===== src/rtl/core/csc_mv_ram.sv =====
// ----------------------------------------------------------------------------
// csc_mv_ram
// Generic single-write, single-read synchronous RAM with registered read.
// ----------------------------------------------------------------------------
module csc_mv_ram #(
   parameter int WIDTH = 8,
   parameter int DEPTH = 2
) (
   input  logic                     clock,
   input  logic                     wr_en,
   input  logic [$clog2(DEPTH)-1:0] wr_addr,
   input  logic [WIDTH-1:0]         wr_data,
   input  logic                     rd_en,
   input  logic [$clog2(DEPTH)-1:0] rd_addr,
   output logic [WIDTH-1:0]         rd_data
);

   logic [WIDTH-1:0] mem_ff [DEPTH];
   logic [WIDTH-1:0] rd_data_ff;

   always_ff @(posedge clock) begin
      if (wr_en) begin
         mem_ff[wr_addr] <= wr_data;
      end
      if (rd_en) begin
         rd_data_ff <= mem_ff[rd_addr];
      end
   end

   assign rd_data = rd_data_ff;

endmodule


===== config.mk =====
export PLATFORM = sky130hd
export DESIGN_NAME = csc_mv_ram
export DESIGN_NICKNAME = d
export VERILOG_FILES = /design/src/rtl/core/csc_mv_ram.sv
export SDC_FILE = /design/constraint.sdc
export NUM_CORES = 1
export LEC_CHECK = 0
export BUFFER_PORTS_ARGS = -buffer_cell sky130_fd_sc_hd__buf_2
export CORE_MARGIN = 5
export CORE_UTILIZATION = 49
export DETAILED_ROUTE_END_ITERATION = 12
export GPL_TIMING_DRIVEN = 0
export PLACE_DENSITY = 0.84
export SLEW_MARGIN = 0
export SYNTH_ARGS = -nofsm -noshare
export SYNTH_HDL_FRONTEND = slang
export SYNTH_SLANG_ARGS = --single-unit

===== constraint.sdc =====
create_clock -name clock -period 1 [get_ports clock]
set_input_delay 0.05 -clock clock [delete_from_list [all_inputs] [get_ports clock]]
set_output_delay 0.05 -clock clock [all_outputs]
set_load 0.05 [all_outputs]

[Word-level counts from Yosys, hierarchy flattened]
Memories as Yosys holds them, arrays and structs flattened. A register that Yosys moved wholly into a read port is not among the register bits.
Index checks and enable logic that the tools add are counted.
Storage, ports and cells
  register bits after elaboration: 0
  output and inout bits: 8
  bits in writable memories: 16
  word-level logic and storage cells: 3
  memories kept: 1
Memory list
  mem_ff: depth 2, width 8, rd ports 1, clocked after memory_dff 1, write ports 1, line 18  | logic [WIDTH-1:0] mem_ff [DEPTH];
Cells by class
  multiplexer cells: 2
Operator list (number)
  $mux 1: 2

[Logic depth before layout (Yosys ltp)]
  depth in word-level cells: 2
  gate-level depth with buffers: 2
  gate-level depth less buffers: 1

[Worst setup path after synthesis]
Ideal clock, no wire load.
  kind: register to register
  start: memory mem_ff[0][0]
  end: register rd_data_ff[0] (netlist: rd_data[0]), read port of mem_ff, data pin
  path buffers: 0
  slack: 0.150 ns
  arrival: 0.590 ns
  required time: 0.740 ns
  stages on the path, launching flop included: 2
  cell sequence: edfxtp_1 > mux2_4
RTL lines
  from (decl): line 18
  to (decl): line 19  | logic [WIDTH-1:0] rd_data_ff;
No word-level cell between the ends.

[Final worst setup path]
  start: register rd_data_ff[7] (netlist: rd_data[7]), read port of mem_ff
  end: output port rd_data[7]
RTL lines
  to (decl): line 15  | output logic [WIDTH-1:0] rd_data
No word-level cell between the ends.

==> results by group <==
Run
  – Max-Cap Viols: 0

Synthesis
  – Most frequent cell after synthesis: edfxtp_1
  – Post-synth EDFFs: 24
  – Syn Area/Cell: 24.7 um2
  – Count of different cell masters after synthesis: 5
  – Mapped Cells: 35
  – FF+latch count, synth: 24
  – Synth async-reset ratio: 0%
  – Synth top cells by count: edfxtp_1, mux2_4, and2_1, buf_6, nor2b_1
  – Largest cells by area after synthesis: edfxtp_1, mux2_4, buf_6
  – Synth warn: 0
  – Post-synthesis net count: 48
  – Sequential share of the synthesized area: 83.4%
  – Yosys top cell by area: edfxtp_1
  – Share of the synthesized area in the top cell type: 83.4%
  – Cell area after synthesis: 865 um2
  – Dominant synthesized flop cell: edfxtp_1

Floorplan
  – Die area: 2700 um2
  – Starting Density: 50.6%
  – IO Count: 21
  – DIE WIDTH: 52.0 um
  – Die height: 52.0 um
  – Core box area: 1710 um2
  – FP Rows: 15

GRT
  – Largest net degree at the start of global routing: 15
  – Vias in the first global route: 402
  – Wire length of the first global-routing pass: 1880 um
  – Aggregate global-route resource usage: 10.1%
  – Remaining Overflow, GRT: 0
  – Initial antenna violation count: 0

Clocking
  – H-tree lvl count: 1
  – CTS clock-pin slew for the worst setup and hold paths: 0.13 ns
  – Root buffer cell: clkbuf_4
  – CTS tree: yes
  – Max Root-Sink Buffers: 2
  – Clk Latency, worst-skew pair: 0.30 ns
  – Clk sink count: 24
  – Num CTS Buffers: 3
  – Postcts setup bufs: 0

STA
  – Worst-Margin Slew: 0.676 ns
  – Endpoints failing setup: 0
  – RSZ-0062 raised after global routing: false
  – Crit share post-route: 95.1%
  – Fin crit period: 0.951 ns
  – Worst clock skew: 0.00267 ns
  – Final Hold Fails: 0
  – F_max: 1050 MHz
  – Slew Viols, Final: 0
  – Rel. slew slack: 54.8%
  – TNS Setup: 0 ns

Routing
  – Routed Antenna Nets: 0
  – Routed wl met3: 101 um
  – Final WL: 1180 um
  – Top routing layer in use: met3
  – Metal2 WL: 610 um
  – Met1 wire length: 465 um
  – DR WL/cell: 12.9 um
  – Via density: 4.45
  – DRC: 0
  – Initial DRC Count: 9
  – Vias after detailed routing: 405
  – First-pass iteration count of the detailed router: 4

Pwr
  – Reg power frac: 56.6%
  – Net Sw Frac: 20.3%
  – Pint: 0.00170 W
  – Power share of the clock group: 32.1%
  – Final Power: 0.00213 W
  – Cell Pwr Density: 1880 nW/um2
  – Net Switching: 0.000432 W
  – Part of the power in combinational logic: 11.4%
  – Pleak: 0.444 nW
  – Maximum vdd drop: 1.22 mV

Setup path
  – Crit-path cells: buf_2
  – Type of origin of the critical path: register
  – Sum of buffers and inverters on the critical path: 1
  – Crit. End Element: primary output
  – Worst path slowest cell: edfxtp_1
  – Crit path DAT: 0.90 ns
  – Worst-path fanout max: 1
  – Worst setup path class: register to primary output
  – Top delay family on crit path: flip-flops
  – Critical path required time: 0.95 ns
  – Largest stage delay, worst path: 0.34 ns

Hold path
  – HP Class: primary input to register

Layout
  – # nets final: 80
  – Area Growth Syn to Fin: 30.8%
  – Ant. Diodes: 0
  – Share of layout cells above drive strength 1: 48.5%

Placed design
  – Gpl congestion: 0.640
  – DP HPWL: 758 um
  – # port buffers: 19

Outcome
  – Status: complete, no violations
logic make-up (layout without fill, tap and decap cells):
| family | Yosys count | in the layout | share of synthesized area, % |
|---|---|---|---|
| buf+inv | 1 | 32 | 1.30 |
| mux | 8 | 8 | 13.9 |
| flops | 24 | 24 | 83.4 |
| simple gates | 2 | 2 | 1.45 |
metal layers:
metal | GRT usage, % | up-vias
li1 | - | 200
met4 | 3.93 | 0
met2 | 16.3 | 16
met5 | 0 | -
met1 | 10.9 | 189
met3 | 5.44 | 0
final cells by class:
cell class,instances,area (um2)
plain buffers,1,11.3
well taps,25,31.3
fillers,107,577
flip-flops and latches,24,721
clock buffers,3,22.5
multi-input cells,10,133
clock inverters,1,30.0
repair buffers,27,183
cells in the final DEF (no fill, tap or decap), drive strengths merged:
cell,netlist,final
and2,1,1
mux2,8,8
clkbuf,0,3
buf,1,20
bufinv,0,1
edfxtp,24,24
dlygate4sd3,0,8
nor2b,1,1
stage by stage:
step	cell area (um2)	std cells	hold WS, ns	worst slack [ns]	util [%]
final	1130	91	0.0660	0.0488	66.2
after CTS	1120	91	0.0719	0.0372	65.8
after global routing	1130	91	0.0573	0.00190	66.2
after detailed placement	991	79	0.241	-0.0780	58.0
after global placement	991	79	0.239	-0.0349	58.0
after floorplan	865	35	0.149	0.150	-
sequential cells by signal (all words and copies together), names as in the netlist:
signal   cells
mem_ff      16
rd_data      8
final timing paths:
kind / endpoint / slack [ns] / depth (start not counted) / startpoint
worst min-delay path: rd_data[2]$_DFFE_PP_ / 0.07 / 1 / rd_en
worst max-delay path: rd_data[7] / 0.05 / 1 / rd_data[7]$_DFFE_PP_
worst max register to register: rd_data[3]$_DFFE_PP_ / 0.10 / 1 / mem_ff[1][3]$_DFFE_PP_
worst min register to register: rd_data[4]$_DFFE_PP_ / 0.57 / 1 / mem_ff[0][4]$_DFFE_PP_
power by group through the flow:
stage	logic (W)	clock network (W)	registers [W]
2_1_floorplan	0.0000688	0	0.00131
3_3_place_gp	0.000210	0	0.00122
3_5_place_dp	0.000214	0	0.00123
4_1_cts	0.000238	0.000686	0.00120
5_1_grt	0.000254	0.000749	0.00121
6_report	0.000242	0.000683	0.00120
what timing repair did:
action / CTS / global route
endpoints found under the setup margin: 0 / 3
endpoints found under the hold margin: 16 / 0
gates resized for setup: 0 / 6
hold buffers: 8 / 0
No activity file was read; power rests on OpenSTA's default activity.
