`src/rtl/core/csc_mv_pkg.sv`:
```
// ----------------------------------------------------------------------------
// csc_mv_pkg
// Shared types and constants for the CSC sparse matrix-vector scatter block.
// ----------------------------------------------------------------------------
package csc_mv_pkg;

   localparam int ROWS_DEFAULT   = 1024;
   localparam int ROW_W          = 10;
   localparam int COUNT_W        = 11;
   localparam int COEF_W         = 32;
   localparam int ACC_W          = 48;
   localparam int PROD_W         = 2 * COEF_W;
   localparam int FRAC_W         = 24;
   // tag kept with every entry; a tag equal to the live epoch marks it valid
   localparam int EPOCH_W        = 4;
   localparam int WORD_W         = EPOCH_W + ACC_W;
   localparam int MAX_ROWS       = 1 << ROW_W;

   localparam logic [COUNT_W-1:0] ROW_COUNT_RESET = COUNT_W'(1024);
   localparam logic [ACC_W-1:0]   ACC_MAX = {1'b0, {(ACC_W-1){1'b1}}};
   localparam logic [ACC_W-1:0]   ACC_MIN = {1'b1, {(ACC_W-1){1'b0}}};

   typedef enum logic [1:0] {
      OP_PRESET = 2'd0,
      OP_ADD    = 2'd1,
      OP_READ   = 2'd2,
      OP_CLEAR  = 2'd3
   } op_type;

   typedef enum logic [1:0] {
      STAT_OK    = 2'd0,
      STAT_RANGE = 2'd1,
      STAT_SAT   = 2'd2
   } status_type;

   typedef enum logic [1:0] {
      ST_IDLE,
      ST_LOAD,
      ST_ACC,
      ST_SWEEP
   } state_type;

   typedef struct packed {
      op_type                    op;
      logic [ROW_W-1:0]          row_index;
      logic signed [COEF_W-1:0]  coeff;
      logic signed [COEF_W-1:0]  x_value;
      logic signed [ACC_W-1:0]   write_value;
      logic                      last_of_pass;
   } req_type;

   typedef struct packed {
      logic signed [ACC_W-1:0]   read_value;
      status_type                status;
      logic                      pass_done;
   } rsp_type;

   typedef struct packed {
      logic load;   // capture product and base
      logic hit;    // entry tag matches live epoch
   } mac_ctl_type;

endpackage

```
`src/rtl/core/csc_mv_mac.sv`:
```
// ----------------------------------------------------------------------------
// csc_mv_mac
// Multiply stage and saturating accumulate for one nonzero contribution.
// ----------------------------------------------------------------------------
module csc_mv_mac (
   input  logic                                 clock,
   input  csc_mv_pkg::mac_ctl_type              ctl,
   input  logic signed [csc_mv_pkg::COEF_W-1:0] coeff,
   input  logic signed [csc_mv_pkg::COEF_W-1:0] x_value,
   input  logic [csc_mv_pkg::ACC_W-1:0]         entry_data,
   output logic [csc_mv_pkg::ACC_W-1:0]         base,
   output logic [csc_mv_pkg::ACC_W-1:0]         sum,
   output logic                                 sat
);
   import csc_mv_pkg::*;

   logic signed [PROD_W-1:0] prod_ff;
   logic [ACC_W-1:0]         base_ff;
   logic [ACC_W:0]           wide_sum;

   always_ff @(posedge clock) begin
      if (ctl.load) begin
         prod_ff <= coeff * x_value;
         base_ff <= ctl.hit ? entry_data : '0;
      end
   end

   // round half up: bit 23 of the product is the carry-in of the shifted value
   always_comb begin
      wide_sum = {base_ff[ACC_W-1], base_ff}
               + {{(ACC_W+1-(PROD_W-FRAC_W)){prod_ff[PROD_W-1]}}, prod_ff[PROD_W-1:FRAC_W]}
               + {{ACC_W{1'b0}}, prod_ff[FRAC_W-1]};
      sat = wide_sum[ACC_W] != wide_sum[ACC_W-1];
      if (sat) begin
         sum = wide_sum[ACC_W] ? ACC_MIN : ACC_MAX;
      end else begin
         sum = wide_sum[ACC_W-1:0];
      end
   end

   assign base = base_ff;

endmodule

```
`config.mk`:
```
export PLATFORM = sky130hd
export DESIGN_NAME = csc_mv_mac
export DESIGN_NICKNAME = d
export VERILOG_FILES = /design/src/rtl/core/csc_mv_pkg.sv /design/src/rtl/core/csc_mv_mac.sv
export SDC_FILE = /design/constraint.sdc
export NUM_CORES = 2
export LEC_CHECK = 0
export BUFFER_PORTS_ARGS = -buffer_cell sky130_fd_sc_hd__buf_2
export CAP_MARGIN = 0
export CORE_ASPECT_RATIO = 1.1
export CORE_MARGIN = 4
export CORE_UTILIZATION = 43
export CTS_BUF_LIST = sky130_fd_sc_hd__clkbuf_8
export CTS_CLUSTER_DIAMETER = 120
export DETAILED_ROUTE_END_ITERATION = 8
export GPL_TIMING_DRIVEN = 0
export PLACE_DENSITY_LB_ADDON = 0.1
export SKIP_LAST_GASP = 1
export SLEW_MARGIN = 20
export SYNTH_ARGS = -nofsm -noshare
export SYNTH_HDL_FRONTEND = slang
export SYNTH_SLANG_ARGS = --single-unit
```
`constraint.sdc`:
```
create_clock -name clock -period 24.7 [get_ports clock]
set_input_delay 4.94 -clock clock [delete_from_list [all_inputs] [get_ports clock]]
set_output_delay 4.94 -clock clock [all_outputs]
set_load 0.005 [all_outputs]
```
* Word level (Yosys, flattened, before mapping)
Cells that the tools add are included.
** Storage, ports and cells
- Register bits after elaboration :: 112
- Latch bits :: 0
- Bits in writable memories :: 0
- Memory bits (read-only) :: 0
- Input port bits :: 115
- Output and inout bits :: 97
- Word-level logic and storage cells :: 8
- Memories kept :: 0
** Operators by class
- Add/sub/neg operators :: 2
- $mul :: 1
- Div/mod/pow operators :: 0
- Order comparisons :: 0
- Equality and inequality tests :: 1
- Shift operators :: 0
- Muxes and demuxes :: 2
- Bitwise gates (word level) :: 0
- Reductions and logical operators :: 0
** Operator list (number)
- $mux W48 :: 2
- $mul A32 B32 Y64 :: 1
- $add A48 B40 Y49 :: 1
- $add A49 B1 Y49 :: 1
- $ne A1 B1 Y1 :: 1

* Logic depth before layout (Yosys ltp)
- Word-level depth :: 4
- Gate-level depth with buffers :: 28

* Least setup slack after synthesis
OpenSTA, ideal clock, no wires.
- Path type :: input-to-reg
- Start :: input port coeff[31] (netlist name)
- End :: register prod_ff[61], data pin
- Library setup time :: 0.262 ns
- Arrival :: 12.270 ns
- Slack :: 12.168 ns
- Cell stages on the path :: 26
- Path buffers :: 1
- Cell sequence :: clkbuf_1 nand2_1 inv_1 fa_1 fa_1 fa_1 inv_1 fa_1 inv_1 fa_1 fa_1 inv_1 fa_1 inv_1 fa_1 ha_1 a21oi_1 o21bai_1 a21o_1 a21o_1 a21o_1 a21o_1 a21o_1 a21oi_1 o21bai_1 xor2_1
** Between the ends
- Longest elaborated chain between the ends :: 1
** Ends and longest elaborated chain
- from (decl) :: line csc_mv_mac.sv:8 : input logic signed [csc_mv_pkg::COEF_W-1:0] coeff,
- $mul A32 B32 Y64 :: line csc_mv_mac.sv:23 : prod_ff <= coeff * x_value;
- to (signal assigned) :: line csc_mv_mac.sv:23
- to (decl) :: line csc_mv_mac.sv:17 : logic signed [PROD_W-1:0] prod_ff;
No other way between the ends.
A chain may end at the register's enable or synchronous reset.

* Final worst setup path
- Start :: input port x_value[2] (netlist name)
- End :: register prod_ff[62], data pin
** Between the ends
- Longest elaborated chain between the ends :: 1
** Ends and longest elaborated chain
- from (decl) :: line csc_mv_mac.sv:9 : input logic signed [csc_mv_pkg::COEF_W-1:0] x_value,
- $mul A32 B32 Y64 :: line csc_mv_mac.sv:23
No other way between the ends.

==> qor.yml <==
die_y_um: 333
cp_top_family: "adder cells"
die_w_um: 304
tightestPinTransition_ns: 1.26
drv_slew: 0
routed_via_density: 5.32
avgSynthCellArea_um2: 9.53
grt_pass1_wl_um: 221000
fillers: 9564
synth-async-reset-ratio_pct: 0
syn-num-nets: 5770
syn2layout_area_growth_pct: 6.97
rows: 119
hp-class: "primary input to register"
place_ws_ns: 10.52
synth_cell_type_count: 64
fin_crit_sh_pct: 56.0
core-area_um2: 95600
worstHoldStart: "entry_data[11]"
hold_viol: 0
dr.pass1.iters: 5
clock-root-buffer: "clkbuf_8"
drtAntennaViolNets: 0
ys_seq_elements: 89
clk_pin_slew_ns: 0.09
worst_hold_path.endpoint: "base[11]"
crit_arrival_ns: 13.98
crit_type: "primary input to register"
fmax_mhz: 72.3
multi_input_area_um2: 34200
startpoint_type: "primary input"
syn_inst: 4345
fin_tns_setup_ns: 0
maxCapViolCount: 0
vias: 31100
synth-main-ff-cell: "edfxtp_1"
portBuffers: 210
avgRoutedWirePerCell_um: 25.8
synth_edf_count: 89
place_congestion: 1.03
finalNetCount: 5994
drt_iter0_markers: 2239
rsz0062_at_grt: "false"
hold_buffers: 0
wl_um: 151000
drive_gt1_share_pct: 5.80
cts.path.max_buffers: 2
grt_max_degree: 47
gr-max-usage-layer: "met2"
ys_seq_area_share_pct: 6.45
crit_required_ns: 24.85
gr-total-overflow: 0
h-tree-depth: 3
gr-usage-met3_pct: 2.88
final_common_cell: "fa_1"
worstSetupEndpointType: "register"
cts_tree: "built"
yosysWarnings: 0
start_util_pct: 43.3
num_io_pins: 212
grt_pass1_vias: 33500
setup_viol: 0
slew_headroom_pct: 15.8
met1_usage_pct: 39.0
crit_fanout: 13
cpMostUsedCell: "fa_1"
syn_area_um2: 41400
cts-resized-gates: 0
dieArea_um2: 101000
crit_buf_inv: 6
worstHoldPathCells: 2
layout_setup_ws_ns: 10.87
gr-usage-all-layers_pct: 30.0
max_stage_delay_ns: 0.81
cts_made_buffers: 9
min_period_ns: 13.83
drc_errors: 0
grt_antenna_before_repair: 12
slowest_stage: "clkbuf_1"
dp_hpwl_um: 133000
cts_sinks: 89
gr-usage-met2_pct: 51.8
post_cts_buffers: 0
area.sequential_um2: 2670
outcome: "finished, final reports clean"
final_cell_mix: "fa_1 (1082), inv_1 (978), and2_1 (563), nand2_1 (547), ha_1 (227)"
## layer usage
layer | vias up | share of wire [%] | wire length (µm)
met2 | 1069 | 50 | 75000
met4 | 0 | 5.3 | 7910
met1 | 16500 | 40 | 60000
met3 | 305 | 5.1 | 7760
met5 | - | 0 | 0
li1 | 13200 | - | -
## cells in the mapped netlist, drive strengths merged, types with 9 or more instances
cell / count / area, µm²
nor3: 19 / 95.1
a21o: 60 / 450
nor2b: 14 / 87.6
and2: 563 / 3520
clkbuf: 210 / 788
a21oi: 129 / 683
and3: 11 / 68.8
xnor2: 67 / 587
o21ai: 59 / 295
buf: 12 / 77.6
fa: 1083 / 21700
inv: 977 / 3670
a31oi: 11 / 75.1
nand3: 19 / 108
o211ai: 12 / 95.1
nand2b: 14 / 87.6
edfxtp: 89 / 2670
nand2: 547 / 2050
ha: 227 / 2840
o21bai: 15 / 113
nor2: 76 / 285
xor2: 33 / 289
o21a: 9 / 67.6
nand4: 20 / 125
## sequential cells by signal, indices dropped and copies added (netlist names)
signal and count:
base 48, prod_ff 41
## cell type report
cell class	count	area share (%)
Antenna cell	7	0.0395
Inverter	977	8.28
Sequential cell	89	6.03
Timing Repair Buffer	213	2.47
Multi-Input combinational cell	3057	77.3
Clock inverter	4	0.110
Tap cell	1270	3.59
Clock buffer	9	0.280
Buffer	222	1.95
## metrics by stage
stage / util (%) / hold slack, ns / instances / instance area [µm²]
floorplan: - / 5.05 / 4345 / 41400
global placement: 46.1 / 5.22 / 5825 / 44100
detailed placement: 46.1 / 5.22 / 5828 / 44100
CTS: 46.3 / 4.79 / 5841 / 44300
global route: 46.3 / 4.79 / 5841 / 44300
finish: 46.3 / 4.81 / 5848 / 44300
## cells by family (layout without fill, tap and decap cells)
group,Yosys count,in the layout,share of synthesized area (%)
fa+ha+maj,1314,1314,59.3
simple gates,1302,1302,15.9
buf+inv,1199,1425,10.9
compound gates,341,341,5.31
xor+xnor,100,100,2.11
flops,89,89,6.45
other cells,0,7,0
## worst max path at each step
stage / start / slack [ns] / cells after the start / endpoint
finish: x_value[2] / 10.87 / 25 / prod_ff[62]
global route: x_value[2] / 10.48 / 25 / prod_ff[62]
CTS: x_value[2] / 10.93 / 25 / prod_ff[62]
detailed placement: x_value[2] / 10.52 / 25 / prod_ff[62]
global placement: coeff[11] / 9.49 / 26 / prod_ff[63]
floorplan: coeff[31] / 12.17 / 26 / prod_ff[61]
Power is left out: the tool's default activity adds up to more than one toggle a clock period on the data nets, which glitch-free logic cannot reach.
